--- config.mk ---
export PLATFORM = sky130hd
export DESIGN_NAME = mime_multipart_splitter_top
export DESIGN_NICKNAME = d
export VERILOG_FILES = /design/src/design/mmsp_pkg.sv /design/src/design/mmsp_front.sv /design/src/design/mmsp_queue.sv /design/src/design/mmsp_back.sv /design/src/design/mime_multipart_splitter_top.sv
export SDC_FILE = /design/constraint.sdc
export NUM_CORES = 1
export LEC_CHECK = 0
export BUFFER_PORTS_ARGS = -buffer_cell sky130_fd_sc_hd__buf_4
export CORE_MARGIN = 3
export CORE_UTILIZATION = 63
export DETAILED_ROUTE_END_ITERATION = 6
export HOLD_SLACK_MARGIN = 0.15
export PLACE_DENSITY_LB_ADDON = 0.25
export SLEW_MARGIN = 20
export SYNTH_ARGS = -nofsm -noshare
export SYNTH_HDL_FRONTEND = slang
export SYNTH_HIERARCHICAL = 1
export SYNTH_SLANG_ARGS = --single-unit
--- constraint.sdc ---
create_clock -name i_clk -period 7.8 [get_ports i_clk]
set_clock_uncertainty 0.1 [all_clocks]
set_input_delay 1.56 -clock i_clk [delete_from_list [all_inputs] [get_ports i_clk]]
set_output_delay 1.56 -clock i_clk [all_outputs]
set_load 0.005 [all_outputs]
--- src/design/mmsp_pkg.sv ---
// mmsp_pkg: types, codes and pattern helpers for the multipart splitter
// used by every module of the splitter; depends on nothing

package mmsp_pkg;

    localparam int MAX_BOUNDARY_BYTES = 32;
    localparam int QUEUE_DEPTH        = 4;

    localparam logic [7:0] CH_DASH = 8'h2d;
    localparam logic [7:0] CH_NL   = 8'h0a;

    localparam logic [2:0] CFG_LENGTH = 3'd0;
    localparam logic [2:0] CFG_WORD0  = 3'd1;
    localparam logic [2:0] CFG_WORD1  = 3'd2;
    localparam logic [2:0] CFG_WORD2  = 3'd3;
    localparam logic [2:0] CFG_WORD3  = 3'd4;

    localparam logic [1:0] KIND_CONTENT = 2'd0;
    localparam logic [1:0] KIND_CLOSE   = 2'd1;
    localparam logic [1:0] KIND_DONE    = 2'd2;

    localparam logic [1:0] SEG_PRE  = 2'd0;
    localparam logic [1:0] SEG_PART = 2'd1;
    localparam logic [1:0] SEG_EPI  = 2'd2;

    typedef struct packed {
        logic [7:0] in_byte;
        logic       end_of_message;
    } t_in;

    typedef struct packed {
        logic [1:0] kind;
        logic [7:0] out_byte;
        logic [1:0] segment;
        logic [7:0] part_number;
        logic       parts_found;
        logic       last_result;
    } t_out;

    typedef struct packed {
        logic [5:0]                 boundary_length;
        logic [3:0][7:0][7:0]       boundary_bytes;
    } t_cfg;

    // one queue entry: the results one word causes, in emit order
    typedef struct packed {
        logic [5:0] cnt_a;
        logic       has_byte;
        logic [7:0] data;
        logic       has_close;
        logic [5:0] cnt_b;
        logic       done;
        logic [1:0] segment;
        logic [7:0] part_number;
        logic       parts_found;
    } t_cmd;

    typedef enum logic [2:0] {
        PM_PRE      = 3'd0,
        PM_BODY     = 3'd1,
        PM_POST1    = 3'd2,
        PM_POST2    = 3'd3,
        PM_SKIP     = 3'd4,
        PM_SKIP_END = 3'd5,
        PM_EPILOGUE = 3'd6,
        PM_GIVEN_UP = 3'd7
    } t_mode;

    typedef enum logic [2:0] {
        PH_FLUSH_A = 3'd0,
        PH_BYTE    = 3'd1,
        PH_CLOSE   = 3'd2,
        PH_FLUSH_B = 3'd3,
        PH_DONE    = 3'd4,
        PH_IDLE    = 3'd5
    } t_phase;

    function automatic logic [5:0] pattern_len(input t_cfg cfg);
        logic [5:0] l;
        l = cfg.boundary_length;
        if (l == 6'd0) l = 6'd1;
        if (l > 6'(MAX_BOUNDARY_BYTES)) l = 6'(MAX_BOUNDARY_BYTES);
        return 6'(l + 6'd2);
    endfunction

    function automatic logic [7:0] pattern_byte(input t_cfg cfg, input logic [5:0] k);
        logic [5:0] i;
        logic [7:0] b;
        i = 6'(k - 6'd2);
        if (k < 6'd2) b = CH_DASH;
        else if (i[5]) b = 8'h00;
        else b = cfg.boundary_bytes[i[4:3]][i[2:0]];
        return b;
    endfunction

endpackage

--- src/design/mmsp_front.sv ---
// mmsp_front: takes message words, tracks the boundary match and parse mode
// and pushes a result descriptor for each word that causes results; uses mmsp_pkg

module mmsp_front import mmsp_pkg::*; (
    input  logic i_clk,
    input  logic i_rst_n,
    input  logic i_in_valid,
    output logic o_in_stall,
    input  t_in  i_in_data,
    input  t_cfg i_cfg,
    input  logic i_full,
    output logic o_push,
    output t_cmd o_cmd
);

    t_mode      r_mode, n_mode;
    logic [5:0] r_mc, n_mc;
    logic       r_ls, n_ls;
    logic [7:0] r_pc, n_pc;

    logic [5:0] plen, mc;
    logic [7:0] c, pb_cur, pb_prev;
    logic       ls, restart, do_start, accept;
    t_cmd       cmd;

    assign o_in_stall = i_full;
    assign accept     = i_in_valid && !i_full;

    always_comb begin
        c        = i_in_data.in_byte;
        plen     = pattern_len(i_cfg);
        mc       = (r_mc >= plen) ? 6'(plen - 6'd1) : r_mc;
        pb_cur   = pattern_byte(i_cfg, mc);
        pb_prev  = pattern_byte(i_cfg, 6'(mc - 6'd1));
        n_mode   = r_mode;
        n_mc     = r_mc;
        n_ls     = r_ls;
        n_pc     = r_pc;
        cmd      = '0;
        ls       = r_ls;
        restart  = 1'b0;
        do_start = 1'b0;
        case (r_mode)
            PM_PRE, PM_BODY: begin
                n_mc = mc;
                if (mc != 6'd0) begin
                    if (c == pb_cur) begin
                        if (6'(mc + 6'd1) == plen) begin
                            n_mc          = 6'd0;
                            cmd.has_close = (r_mode == PM_BODY);
                            n_mode        = PM_POST1;
                        end else begin
                            n_mc = 6'(mc + 6'd1);
                        end
                    end else begin
                        // mismatch: held bytes go out as content
                        cmd.cnt_a = mc;
                        ls        = (pb_prev == CH_NL);
                        n_mc      = 6'd0;
                        restart   = 1'b1;
                    end
                end else begin
                    restart = 1'b1;
                end
                if (restart) begin
                    if (ls && c == CH_DASH) begin
                        n_mc = 6'd1;
                        n_ls = 1'b0;
                    end else begin
                        cmd.has_byte = 1'b1;
                        cmd.data     = c;
                        n_ls         = (c == CH_NL);
                    end
                end
            end
            PM_POST1: begin
                if (c == CH_DASH) n_mode = PM_POST2;
                else if (c == CH_NL) do_start = 1'b1;
                else n_mode = PM_SKIP;
            end
            PM_POST2: begin
                if (c == CH_DASH) n_mode = (r_pc != 8'd0) ? PM_SKIP_END : PM_GIVEN_UP;
                else if (c == CH_NL) do_start = 1'b1;
                else n_mode = PM_SKIP;
            end
            PM_SKIP: begin
                if (c == CH_NL) do_start = 1'b1;
            end
            PM_SKIP_END: begin
                if (c == CH_NL) n_mode = PM_EPILOGUE;
            end
            PM_EPILOGUE: begin
                cmd.has_byte = 1'b1;
                cmd.data     = c;
            end
            default: begin
            end
        endcase

        if (do_start) begin
            n_pc   = (r_pc == 8'hff) ? r_pc : 8'(r_pc + 8'd1);
            n_mode = PM_BODY;
            n_mc   = 6'd0;
            n_ls   = 1'b1;
        end

        cmd.part_number = n_pc;
        if (n_mode inside {PM_SKIP_END, PM_EPILOGUE}) cmd.segment = SEG_EPI;
        else cmd.segment = (n_pc != 8'd0) ? SEG_PART : SEG_PRE;

        if (i_in_data.end_of_message) begin
            if (n_mode inside {PM_PRE, PM_BODY}) cmd.cnt_b = n_mc;
            cmd.done        = 1'b1;
            cmd.parts_found = (n_pc != 8'd0);
            n_mode          = PM_PRE;
            n_mc            = 6'd0;
            n_ls            = 1'b1;
            n_pc            = 8'd0;
        end

        o_cmd  = cmd;
        o_push = accept && (cmd.cnt_a != 6'd0 || cmd.has_byte || cmd.has_close ||
                            cmd.cnt_b != 6'd0 || cmd.done);
    end

    always_ff @(posedge i_clk) begin
        if (!i_rst_n) begin
            r_mode <= PM_PRE;
            r_mc   <= 6'd0;
            r_ls   <= 1'b1;
            r_pc   <= 8'd0;
        end else if (accept) begin
            r_mode <= n_mode;
            r_mc   <= n_mc;
            r_ls   <= n_ls;
            r_pc   <= n_pc;
        end
    end

endmodule

--- src/design/mmsp_queue.sv ---
// mmsp_queue: short descriptor queue between front and back
// uses mmsp_pkg for the descriptor type

module mmsp_queue import mmsp_pkg::*; #(
    parameter int P_DEPTH = QUEUE_DEPTH
) (
    input  logic i_clk,
    input  logic i_rst_n,
    input  logic i_push,
    input  t_cmd i_cmd,
    input  logic i_pop,
    output t_cmd o_cmd,
    output logic o_empty,
    output logic o_full
);

    localparam int AW = (P_DEPTH > 1) ? $clog2(P_DEPTH) : 1;
    localparam int CW = $clog2(P_DEPTH + 1);

    t_cmd          r_mem [P_DEPTH];
    logic [AW-1:0] r_wr, r_rd;
    logic [CW-1:0] r_cnt;
    logic          do_push, do_pop;

    assign o_empty = (r_cnt == CW'(0));
    assign o_full  = (r_cnt == CW'(P_DEPTH));
    assign o_cmd   = r_mem[r_rd];
    assign do_push = i_push && !o_full;
    assign do_pop  = i_pop && !o_empty;

    always_ff @(posedge i_clk) begin
        if (do_push) r_mem[r_wr] <= i_cmd;
    end

    always_ff @(posedge i_clk) begin
        if (!i_rst_n) begin
            r_wr  <= '0;
            r_rd  <= '0;
            r_cnt <= '0;
        end else begin
            if (do_push) r_wr <= (r_wr == AW'(P_DEPTH - 1)) ? '0 : AW'(r_wr + 1'b1);
            if (do_pop)  r_rd <= (r_rd == AW'(P_DEPTH - 1)) ? '0 : AW'(r_rd + 1'b1);
            if (do_push && !do_pop) r_cnt <= CW'(r_cnt + 1'b1);
            else if (do_pop && !do_push) r_cnt <= CW'(r_cnt - 1'b1);
        end
    end

endmodule

--- src/design/mmsp_back.sv ---
// mmsp_back: expands queued descriptors into result words, one per cycle while
// the output is not stalled, through a registered output stage; uses mmsp_pkg

module mmsp_back import mmsp_pkg::*; (
    input  logic i_clk,
    input  logic i_rst_n,
    input  t_cfg i_cfg,
    input  t_cmd i_cmd,
    input  logic i_empty,
    output logic o_pop,
    output logic o_out_valid,
    input  logic i_out_stall,
    output t_out o_out_data
);

    t_phase     r_phase, n_phase, nxt;
    t_cmd       r_cmd, n_cmd;
    logic [5:0] r_idx, n_idx;
    logic       r_out_valid, n_out_valid;
    t_out       r_out, n_out;

    logic       can_emit, emit, last, stay;
    t_out       res;

    function automatic t_phase first_phase(input t_cmd cmd, input t_phase from);
        t_phase p;
        p = PH_IDLE;
        if (cmd.done && from <= PH_DONE) p = PH_DONE;
        if (cmd.cnt_b != 6'd0 && from <= PH_FLUSH_B) p = PH_FLUSH_B;
        if (cmd.has_close && from <= PH_CLOSE) p = PH_CLOSE;
        if (cmd.has_byte && from <= PH_BYTE) p = PH_BYTE;
        if (cmd.cnt_a != 6'd0 && from <= PH_FLUSH_A) p = PH_FLUSH_A;
        return p;
    endfunction

    always_comb begin
        res             = '0;
        res.segment     = r_cmd.segment;
        res.part_number = r_cmd.part_number;
        stay            = 1'b0;
        case (r_phase)
            PH_FLUSH_A: begin
                res.kind     = KIND_CONTENT;
                res.out_byte = pattern_byte(i_cfg, r_idx);
                stay         = (6'(r_idx + 6'd1) < r_cmd.cnt_a);
            end
            PH_BYTE: begin
                res.kind     = KIND_CONTENT;
                res.out_byte = r_cmd.data;
            end
            PH_CLOSE: begin
                res.kind = KIND_CLOSE;
            end
            PH_FLUSH_B: begin
                res.kind     = KIND_CONTENT;
                res.out_byte = pattern_byte(i_cfg, r_idx);
                stay         = (6'(r_idx + 6'd1) < r_cmd.cnt_b);
            end
            PH_DONE: begin
                res.kind        = KIND_DONE;
                res.parts_found = r_cmd.parts_found;
            end
            default: begin
            end
        endcase
        if (stay) nxt = r_phase;
        else if (r_phase == PH_IDLE) nxt = PH_IDLE;
        else nxt = first_phase(r_cmd, t_phase'(r_phase + 3'd1));
        last            = (nxt == PH_IDLE);
        res.last_result = last;

        can_emit    = !r_out_valid || !i_out_stall;
        emit        = can_emit && (r_phase != PH_IDLE);
        n_phase     = r_phase;
        n_cmd       = r_cmd;
        n_idx       = r_idx;
        n_out_valid = r_out_valid;
        n_out       = r_out;
        o_pop       = 1'b0;

        if (r_phase == PH_IDLE || (emit && last)) begin
            if (!i_empty) begin
                o_pop   = 1'b1;
                n_cmd   = i_cmd;
                n_phase = first_phase(i_cmd, PH_FLUSH_A);
                n_idx   = 6'd0;
            end else begin
                n_phase = PH_IDLE;
            end
        end else if (emit) begin
            n_phase = nxt;
            n_idx   = stay ? 6'(r_idx + 6'd1) : 6'd0;
        end

        if (can_emit) begin
            n_out_valid = emit;
            if (emit) n_out = res;
        end
    end

    always_ff @(posedge i_clk) begin
        if (!i_rst_n) begin
            r_phase     <= PH_IDLE;
            r_out_valid <= 1'b0;
        end else begin
            r_phase     <= n_phase;
            r_out_valid <= n_out_valid;
        end
    end

    always_ff @(posedge i_clk) begin
        r_cmd <= n_cmd;
        r_idx <= n_idx;
        r_out <= n_out;
    end

    assign o_out_valid = r_out_valid;
    assign o_out_data  = r_out;

endmodule

--- src/design/mime_multipart_splitter_top.sv ---
// mime_multipart_splitter_top: boundary registers, front parser, descriptor
// queue and result expander; uses mmsp_pkg, mmsp_front, mmsp_queue, mmsp_back
//
//   channel | direction | handshake              | payload
//   in      | input     | i_in_valid/o_in_stall  | i_in_data (t_in)
//   out     | output    | o_out_valid/i_out_stall| o_out_data (t_out)
//   cfg     | input     | i_cfg_valid/o_cfg_ready| i_cfg_index, i_cfg_data
//
// the front takes one word per cycle while the descriptor queue has room
// a word with n results holds the expander for all n, one result per cycle
// unless the output stalls; a held-byte flush gives up to the boundary length
// plus one bytes; synchronous reset clears parse state, queue and boundary
// bytes and sets the boundary length to one; output stall freezes the output
// register; the queue then fills, raising o_in_stall at P_QUEUE_DEPTH entries

module mime_multipart_splitter_top import mmsp_pkg::*; #(
    parameter int P_QUEUE_DEPTH = QUEUE_DEPTH
) (
    input  logic        i_clk,
    input  logic        i_rst_n,
    input  logic        i_in_valid,
    output logic        o_in_stall,
    input  t_in         i_in_data,
    output logic        o_out_valid,
    input  logic        i_out_stall,
    output t_out        o_out_data,
    input  logic        i_cfg_valid,
    output logic        o_cfg_ready,
    input  logic [2:0]  i_cfg_index,
    input  logic [63:0] i_cfg_data
);

    t_cfg r_cfg;
    t_cmd push_cmd, head_cmd;
    logic push, pop, empty, full;

    assign o_cfg_ready = 1'b1;

    always_ff @(posedge i_clk) begin
        if (!i_rst_n) begin
            r_cfg.boundary_length <= 6'd1;
            r_cfg.boundary_bytes  <= '0;
        end else if (i_cfg_valid) begin
            case (i_cfg_index)
                CFG_LENGTH: r_cfg.boundary_length   <= i_cfg_data[5:0];
                CFG_WORD0:  r_cfg.boundary_bytes[0] <= i_cfg_data;
                CFG_WORD1:  r_cfg.boundary_bytes[1] <= i_cfg_data;
                CFG_WORD2:  r_cfg.boundary_bytes[2] <= i_cfg_data;
                CFG_WORD3:  r_cfg.boundary_bytes[3] <= i_cfg_data;
                default: begin
                end
            endcase
        end
    end

    mmsp_front u_front (
        .i_clk      (i_clk),
        .i_rst_n    (i_rst_n),
        .i_in_valid (i_in_valid),
        .o_in_stall (o_in_stall),
        .i_in_data  (i_in_data),
        .i_cfg      (r_cfg),
        .i_full     (full),
        .o_push     (push),
        .o_cmd      (push_cmd)
    );

    mmsp_queue #(
        .P_DEPTH (P_QUEUE_DEPTH)
    ) u_queue (
        .i_clk   (i_clk),
        .i_rst_n (i_rst_n),
        .i_push  (push),
        .i_cmd   (push_cmd),
        .i_pop   (pop),
        .o_cmd   (head_cmd),
        .o_empty (empty),
        .o_full  (full)
    );

    mmsp_back u_back (
        .i_clk       (i_clk),
        .i_rst_n     (i_rst_n),
        .i_cfg       (r_cfg),
        .i_cmd       (head_cmd),
        .i_empty     (empty),
        .o_pop       (pop),
        .o_out_valid (o_out_valid),
        .i_out_stall (i_out_stall),
        .o_out_data  (o_out_data)
    );

endmodule

==> run summary <==
Slew headroom: 21.9%
Routing usage on met2: 64.7%
Area share of the largest cell type after synthesis: 21.9%
Rows: 75
Vias/cell: 7.17
Synth cell types: 116
Worst hold path class: reg2reg
Synthesized area: 27,100 um2
Slowest CP cell: dfxtp_1
Area leader, netlist: edfxtp_1
Post-synth EDFFs: 198
DP Worst Slack: 0.0756 ns
Net Switching: 2.67 mW
Static Leak: 11.6 nW
CTS max path bufs: 3
Yosys warns: 6
Iter 0 DRT Violations: 3,726
Violated checks: DRC
Hold_buf cts: 0
WP data required: 8.20 ns
Clk root buf: clkbuf_16
Initial antenna violation count: 4
Design Power: 8.09 mW
Register area share after synthesis: 43.6%
Max VDD drop: 0.285 mV
RSZ-0062 raised after global routing: false
Fin crit period: 7.42 ns
Most common cell after layout, fill and taps aside: nand2_1
Worst setup SP type: flop
Slew Limit Fails: 0
Post-DRT Antenna Nets: 0
Final setup vio count: 0
Largest cells by area after synthesis: edfxtp_1 22%, dfxtp_1 22%, mux2i_1 13%
Most used routing layer: met2
Hpwl dp: 68,100 um
Post-synthesis async set-or-reset flop share: 0%
Total gr overflow: 0
Max Clock Freq: 135 MHz
Part of the cycle the worst path needs: 95.1%
Synth Flop Type: dfxtp_1
CP Max Fanout: 27
Final worst slack: 0.382 ns
Skew-Pair Late Insertion Delay: 0.60 ns
Hold Fails Final Rpt: 0
Kind of critical path: reg2reg
Post-Synthesis Cells: 2,566
Clock power share: 28.9%
Via Count: 23,000
Layout area overhead: 10.1%
Combinational fraction of design power: 30.1%
Fillers: 3,009
Most frequent cells in the layout: 498 x nand2_1, 342 x mux2i_1, 291 x dfxtp_1
Vias in the first global route: 22,300
Postcts setup bufs: 0
Total wire length after detailed routing: 96,000 um
Met3 usage: 9.31%
Pwr/cell area: 271 nW/um2
Largest net degree at the start of global routing: 156
Crit end category: flop
Flop pwr share: 41.0%
Met1 Usage GRT: 56.3%
CTS tree: yes
Syn nets: 2,687
IO Port Bufs: 104
CP max stage delay: 0.58 ns
Fin nets: 2,747
Drt wl/cell: 30.0 um
Die ar.: 45,600 um2
H-Tree Depth: 2
Least-Margin Pin Slew: 1.16 ns
Die W: 213 um
Internal Power: 5.42 mW
N_diodes: 0
GP Congestion: 1.05
Status: complete, but fails checks
Core region area: 42,200 um2
DRC viols: 19
GRT Total Usage: 41.5%
I/O pins: 106
Sinks on Clock Net: 491
Setup tns final: 0 ns
Die H: 213 um
Flops & latches, synth: 491
Switching part of the total power: 33.0%
Max_cap viols: 0
CTS Buf Count: 48
Clock-pin transition on the worst setup and hold timing paths: 0.07 ns
First-pass GRT wire length: 142,000 um
Layout cells sized above 1: 16.0%
Syn avg cell area: 10.6 um2
Arr. time, crit path: 7.82 ns
Initial Util: 64.2%
First-pass detailed-route iteration total: 7
[through the flow]
stage | std cells | util [%] | instance area [um2] | hold slack, ns
6_report | 3203 | 70.7 | 29800 | 0.317
5_1_grt | 3203 | 70.7 | 29800 | 0.333
4_1_cts | 3202 | 70.6 | 29800 | 0.319
3_5_place_dp | 3114 | 66.9 | 28200 | 0.313
3_3_place_gp | 3114 | 66.9 | 28200 | 0.304
2_1_floorplan | 2566 | - | 27100 | 0.300
[flip-flops by register name, summed over array words and instances (netlist names), named ones only]
| signal | cells |
|---|---|
| r_cfg | 262 |
| u_queue/r_wr | 2 |
| u_back/r_cmd | 34 |
| u_back/r_idx | 6 |
| u_queue/r_rd | 2 |
| u_front/r_mode | 3 |
| u_front/r_pc | 8 |
| u_queue/r_mem | 136 |
| u_queue/r_cnt | 3 |
| u_back/o_out_valid | 1 |
| u_back/r_phase | 3 |
| u_back/o_out_data | 22 |
| u_front/r_mc | 6 |
| u_front/r_ls | 1 |
[cell usage after synthesis (all sizes together) (16+ instances only)]
cell,instances
a31oi,30
o211ai,39
xnor2,34
edfxtp,198
clkbuf,54
nand2,500
nor2b,32
nor3,35
inv,64
nand4,21
nor4bb,20
mux2i,347
o21ai,82
nor4,43
and2,22
nand3,62
buf,115
o221ai,16
nor2,80
ha,39
mux4,103
o22ai,20
dfxtp,293
and3,18
a21oi,66
[power by group through the flow]
stage / combinational [mW] / sequential (mW) / clock, mW
final: 2.44 / 3.31 / 2.34
after CTS: 2.39 / 3.31 / 2.36
after global placement: 2.29 / 3.32 / 0
after floorplan: 1.75 / 3.26 / 0
after detailed placement: 2.36 / 3.34 / 0
after global routing: 2.58 / 3.33 / 2.45
[cells by family (layout without fill, tap and decap cells)]
logic type | count (synthesis) | after routing | synth area share (%)
compound gates | 390 | 391 | 10.1
other cells | 1 | 1 | 0.0138
buf+inv | 233 | 330 | 4.60
mux | 459 | 459 | 22.0
simple gates | 902 | 902 | 16.0
xor+xnor | 47 | 47 | 1.72
flops | 491 | 491 | 43.6
fa+ha+maj | 43 | 43 | 1.98
[worst paths after layout]
check                           depth (start not counted)                 startpoint  slack [ns]                             end
worst min-delay path                                    0  u_back/r_cmd[7]$_DFFE_PP_        0.32  u_back/o_out_data[8]$_DFFE_PP_
worst max register to register                         26    r_cfg[257]$_SDFFE_PN0P_        0.38   u_queue/r_cnt[2]$_SDFFE_PN0P_
worst max-delay path                                   26    r_cfg[257]$_SDFFE_PN0P_        0.38   u_queue/r_cnt[2]$_SDFFE_PN0P_
worst min register to register                          0  u_back/r_cmd[7]$_DFFE_PP_        0.32  u_back/o_out_data[8]$_DFFE_PP_
[critical path: cells and delay by family (launching register included)]
family	cells	cell delay, ns
compound gates	7	2.17
mux	1	0.35
simple gates	8	1.85
fa+ha+maj	4	1.18
buf+inv	4	0.68
xor+xnor	2	0.38
flops	1	0.58
[layout make-up]
type,instances,area [um2],area share (%)
inverter,64,240,0.805
tap,539,674,2.26
clock inverter,20,208,0.696
sequential,491,11800,39.6
clock buffer,68,1370,4.59
timing repair buffer,178,1370,4.59
multi-input combinational,1843,14200,47.5
[timing repair]
action / 4_1_cts / 5_1_grt
hold endpoints to repair: 0 / 0
gates resized for setup: 1 / 6
setup endpoints to repair: 1 / 15
cloned: 0 / 1
pin swaps: 0 / 1
[routing by layer]
layer,routed length [um],vias to the layer above
met3,10700,354
met5,89,-
met2,42700,1764
met4,5090,6
met1,37400,11200
li1,-,9673
Note: power is estimated with default switching activity, not from simulation.
